## src/updq_pkg.sv

```systemverilog
// Package for the per-port receive queue demultiplexer: sizes, codes and types.
// Used by updq_cam and udp_port_demux_queues; depends on nothing.
package updq_pkg;
    localparam int PortEntries = 64;
    localparam int QueueSlots  = 16;
    localparam int HandleBits  = 10;
    localparam int EntryW = $clog2(PortEntries);
    localparam int SlotW  = $clog2(QueueSlots);
    localparam int CountW = $clog2(QueueSlots + 1);
    localparam logic [12:0] MinFrame = 13'd42;

    typedef enum logic [1:0] {
        K_BIND    = 2'd0,
        K_UNBIND  = 2'd1,
        K_DELIVER = 2'd2,
        K_RECEIVE = 2'd3
    } t_kind;

    typedef enum logic [2:0] {
        ST_OK         = 3'd0,
        ST_TABLE_FULL = 3'd1,
        ST_UNBOUND    = 3'd2,
        ST_QUEUE_FULL = 3'd3,
        ST_TOO_SHORT  = 3'd4,
        ST_EMPTY      = 3'd5,
        ST_RELEASED   = 3'd6
    } t_status;

    // Lookup result from the port table.
    typedef struct packed {
        logic              hit;
        logic [EntryW-1:0] hit_idx;
        logic              free;
        logic [EntryW-1:0] free_idx;
    } t_lookup;

    // Table update request.
    typedef struct packed {
        logic              set;
        logic              clr;
        logic [EntryW-1:0] idx;
        logic [15:0]       port;
    } t_tbl_wr;
endpackage

```

## src/updq_cam.sv

```systemverilog
// Port binding table: used bits and ports in flip-flops, registered priority search.
// Depends on updq_pkg.
module updq_cam (
    input  logic             i_clk,
    input  logic             i_rst_n,
    input  logic [15:0]      i_port,
    input  updq_pkg::t_tbl_wr i_wr,
    output updq_pkg::t_lookup o_lookup
);
    import updq_pkg::*;

    logic [PortEntries-1:0] r_used;
    logic [15:0]            r_port [PortEntries];
    logic [PortEntries-1:0] r_match;
    t_lookup                n_lookup;

    // Compare stage registered, priority encode in the next cycle.
    always_ff @(posedge i_clk) begin
        for (int i = 0; i < PortEntries; i++) begin
            r_match[i] <= r_used[i] && (r_port[i] == i_port);
        end
        if (!i_rst_n) begin
            r_used <= '0;
        end else if (i_wr.set) begin
            r_used[i_wr.idx] <= 1'b1;
        end else if (i_wr.clr) begin
            r_used[i_wr.idx] <= 1'b0;
        end
        if (i_wr.set) begin
            r_port[i_wr.idx] <= i_wr.port;
        end
    end

    always_comb begin
        n_lookup = '0;
        for (int i = PortEntries - 1; i >= 0; i--) begin
            if (r_match[i]) begin
                n_lookup.hit     = 1'b1;
                n_lookup.hit_idx = EntryW'(i);
            end
            if (!r_used[i]) begin
                n_lookup.free     = 1'b1;
                n_lookup.free_idx = EntryW'(i);
            end
        end
    end

    assign o_lookup = n_lookup;
endmodule

```

## config.mk

```make
export PLATFORM = sky130hd
export DESIGN_NAME = updq_cam
export DESIGN_NICKNAME = d
export VERILOG_FILES = /design/src/updq_pkg.sv /design/src/updq_cam.sv
export SDC_FILE = /design/constraint.sdc
export NUM_CORES = 2
export LEC_CHECK = 0
export BUFFER_PORTS_ARGS = -buffer_cell sky130_fd_sc_hd__clkbuf_2
export CAP_MARGIN = 40
export CORE_MARGIN = 2
export CORE_UTILIZATION = 40
export CTS_CLUSTER_SIZE = 8
export DETAILED_ROUTE_END_ITERATION = 12
export PLACE_DENSITY = 0.67
export SETUP_SLACK_MARGIN = 0.2
export SLEW_MARGIN = 20
export SYNTH_ARGS = -nofsm -noshare
export SYNTH_HDL_FRONTEND = slang
export SYNTH_SLANG_ARGS = --single-unit
```

## constraint.sdc

```tcl
create_clock -name i_clk -period 2.2 [get_ports i_clk]
set_clock_uncertainty 0.1 [all_clocks]
set_input_delay 0.22 -clock i_clk [delete_from_list [all_inputs] [get_ports i_clk]]
set_output_delay 0.22 -clock i_clk [all_outputs]
set_load 0.05 [all_outputs]
```

==> results.sh <==
export IMPL_tightest_slew_ns=0.7480
export IMPL_nFillCells=9842
export IMPL_required_ns=1.88
export IMPL_yosysWarningCount=0
export IMPL_crit_type="reg -> out"
export IMPL_outcome="complete, but fails checks"
export IMPL_yosys_mux_area_fraction_pct=0
export IMPL_first_global_vias=29210
export IMPL_netlist_area_mm2=0.04813
export IMPL_dr_first_iter_drc_count=3142
export IMPL_drc=0
export IMPL_async_flop_share_pct=0
export IMPL_synth_xor_area_share_pct=18.64
export IMPL_cts_buffers=161
export IMPL_timing_final_ws_setup_ns=-0.8603
export IMPL_powerDensity_mw_per_mm2=832.1
export IMPL_routed_via_density=5.462
export IMPL_post_synth_top_area_cell="edfxtp_1"
export IMPL_ios=56
export IMPL_die_x_um=350.9
export IMPL_rsz0062_at_grt="true"
export IMPL_timing_fmax_mhz=326.8
export IMPL_period_share_pct=139.1
export IMPL_die_h_um=350.9
export IMPL_portBuffers=55
export IMPL_overflow=0
export IMPL_area_growth_pct=25.13
export IMPL_setup_viol=14
export IMPL_stdcell_area_mm2=0.06022
export IMPL_diodes=0
export IMPL_r2r_end="r_match[22]$_DFF_P_"
export IMPL_synth_edf_count=1024
export IMPL_cts_buffer_depth=3
export IMPL_ys_ff_latch=1152
export IMPL_worstPathMaxFanout=4
export IMPL_multi_input_area_mm2=0.01486
export IMPL_yosysUniqueCellTypes=55
export IMPL_arrival_ns=2.74
export IMPL_cts_max_level=4
export IMPL_rr_startpoint="r_port[22][9]$_DFFE_PP_"
export IMPL_grt_pass1_wl_um=206500
export IMPL_grt_usage_pct=23.40
export IMPL_grt_max_degree=65
export IMPL_dp_hpwl_um=88700
export IMPL_placed_cell_area_mm2=0.05434
export IMPL_path_clk_slew_ns=0.05
export IMPL_hold_viol=0
export IMPL_reg2regPathDepth=4
export IMPL_wl_um=144500
export IMPL_clk_latency_ns=0.76
export IMPL_synthFlopType="edfxtp_1"
export IMPL_core_area_mm2=0.1197
export IMPL_regArea_mm2=0.03337
export IMPL_crit_path_start="r_match[58]$_DFF_P_"
export IMPL_ir_worst_vdd_uv=752.5
export IMPL_via_count=29760
export IMPL_die_area_mm2=0.1231
export IMPL_cts_tree="yes"
export IMPL_first_pass_iters=7
export IMPL_slew_headroom_pct=49.68
export IMPL_hold_path_class="in -> reg"
export IMPL_slew_violations=0
export IMPL_critPathLaunchType="flip-flop"
export IMPL_failed_checks="setup timing"
export IMPL_antenna_found_initial=8
export IMPL_avgRoutedWirePerCell_um=26.52
export IMPL_rrSetupSlack_ns=0.28
export IMPL_synth_area_leaders="edfxtp_1 (64%), xnor2_1 (11%), xor2_1 (7.5%), dfxtp_1 (5.3%), nand4_1 (2.4%)"
export IMPL_drive_above_1_share_pct=20.77
export IMPL_cts_sinks=1152
export IMPL_maxCapViolations=0
export IMPL_synthAdderAreaFrac_pct=0
export IMPL_synth_top_area_share_pct=63.89
export IMPL_num_rows=127
export IMPL_cts_root_buf="clkbuf_16"
export IMPL_nets=3777
export IMPL_endpoint="o_lookup[9]"
export IMPL_synth_cells=3221
export IMPL_endpoint_kind="primary output"
export IMPL_yosysSeqAreaShare_pct=69.22
export IMPL_synthesis_nets=3263
export IMPL_synth_top_family_by_area="XOR/XNOR gates"
export IMPL_synthSimpleGateAreaFrac_pct=7.443
export IMPL_synth_compound_area_share_pct=3.161
export IMPL_p_leak_nw=19.60
export IMPL_initial_core_util_pct=40.22
export IMPL_avgSynthCellArea_um2=14.94
export IMPL_ant_nets=0
export IMPL_gp_congestion=0.9629
export IMPL_min_period_ns=3.060
export IMPL_hold_slack_ns=0.03682
routing by layer:
layer	GRT usage, %	part of all wire (%)
met1	32.74	42
met5	0	0.0090
met2	37.85	48
met4	6.236	2.3
met3	3.818	8.3
through the flow:
stage	setup slack [ns]	utilization, %	instances	power (W)	TNS [ns]
floorplan	-0.1230	-	3221	0.02585	-33.62
detailed placement	-0.2257	45.41	5137	0.02746	-1.075
finish	-0.8603	50.33	5449	0.05011	-9.091
global placement	-0.2104	45.41	5137	0.02743	-1.040
global route	-0.9514	50.33	5449	0.05142	-10.13
CTS	-0.9167	50.03	5438	0.05033	-9.144
power by group:
| part | switching [W] | total, W | internal (W) | leakage (nW) |
|---|---|---|---|---|
| Combinational | 0.00197 | 0.00309 | 0.00112 | 7.11 |
| Sequential | 0.0000576 | 0.0240 | 0.0240 | 10.3 |
| Clock | 0.00928 | 0.0230 | 0.0137 | 2.22 |
Yosys cell counts (24+ instances only):
library cell	number
nand4_1	185
nand2_1	94
buf_2	110
xor2_1	412
edfxtp_1	1024
xnor2_1	612
nor2_1	133
nor3_1	46
dfxtp_1	128
nor4_1	157
nand3_1	24
o21a_1	115
worst min-delay path by stage:
stage               slack, ns      start                endpoint  cells after the start
global route             0.03  i_port[3]     r_match[32]$_DFF_P_                      5
detailed placement       0.41  flip-flop     r_match[24]$_DFF_P_                      2
floorplan                0.22    i_wr[0]  r_port[0][0]$_DFFE_PP_                      0
finish                   0.04  i_port[0]     r_match[32]$_DFF_P_                      5
global placement         0.42  flip-flop     r_match[24]$_DFF_P_                      2
CTS                      0.01  i_port[3]     r_match[32]$_DFF_P_                      5
flip-flops by register name, summed over array words and instances, names as in the netlist, named ones only:
name and flops:
r_port 1024, r_match 64
cell type report:
cell class	instances	area share [%]
inverters	22	0.1371
repair buffers	488	8.691
well taps	1612	3.349
flip-flops and latches	1152	55.41
multi-input cells	1910	24.67
clock buffers	253	7.334
clock inverters	12	0.4114
worst max-delay path, stage by stage, from the launching register on:
cell	delay, ns
dfxtp_2	0.34
or4_4	0.51
o211ai_1	0.18
nand2_1	0.13
a31oi_4	0.20
o2111ai_4	0.15
a21boi_4	0.28
buf_12	0.18
what timing repair did:
action / 4_1_cts / 5_1_grt
hold endpoints to repair: 576 / 0
gates resized for setup: 140 / 69
pin swaps: 46 / 29
setup endpoints to repair: 15 / 51
setup buffers: 11 / 11
hold buffers: 25 / 0
placed cells by master (no fill, tap or decap), types with 7 or more instances in the layout:
cell and instances:
nand2_1 86, clkbuf_16 164, nor4_4 7, nor2_4 13, clkbuf_1 90, buf_4 311
nor2_1 97, clkbuf_2 9, dfxtp_1 86, buf_6 29, nor2b_1 11, o21ai_0 13
edfxtp_1 1024, a21oi_1 18, dlygate4sd3_1 25, nor4_1 145, inv_1 20, dfxtp_2 41
nor3_1 42, xnor2_1 612, buf_12 111, o21a_1 115, nand4_1 185, nand3_1 18
nor2_2 23, xor2_1 412
kinds of logic (layout without fill, tap and decap cells):
kind of cell / count (synthesis) / count (layout)
flops: 1152 / 1152
xor+xnor: 1024 / 1024
simple gates: 673 / 673
compound gates: 213 / 213
buf+inv: 159 / 775
Note: power is estimated with default switching activity, not from simulation.
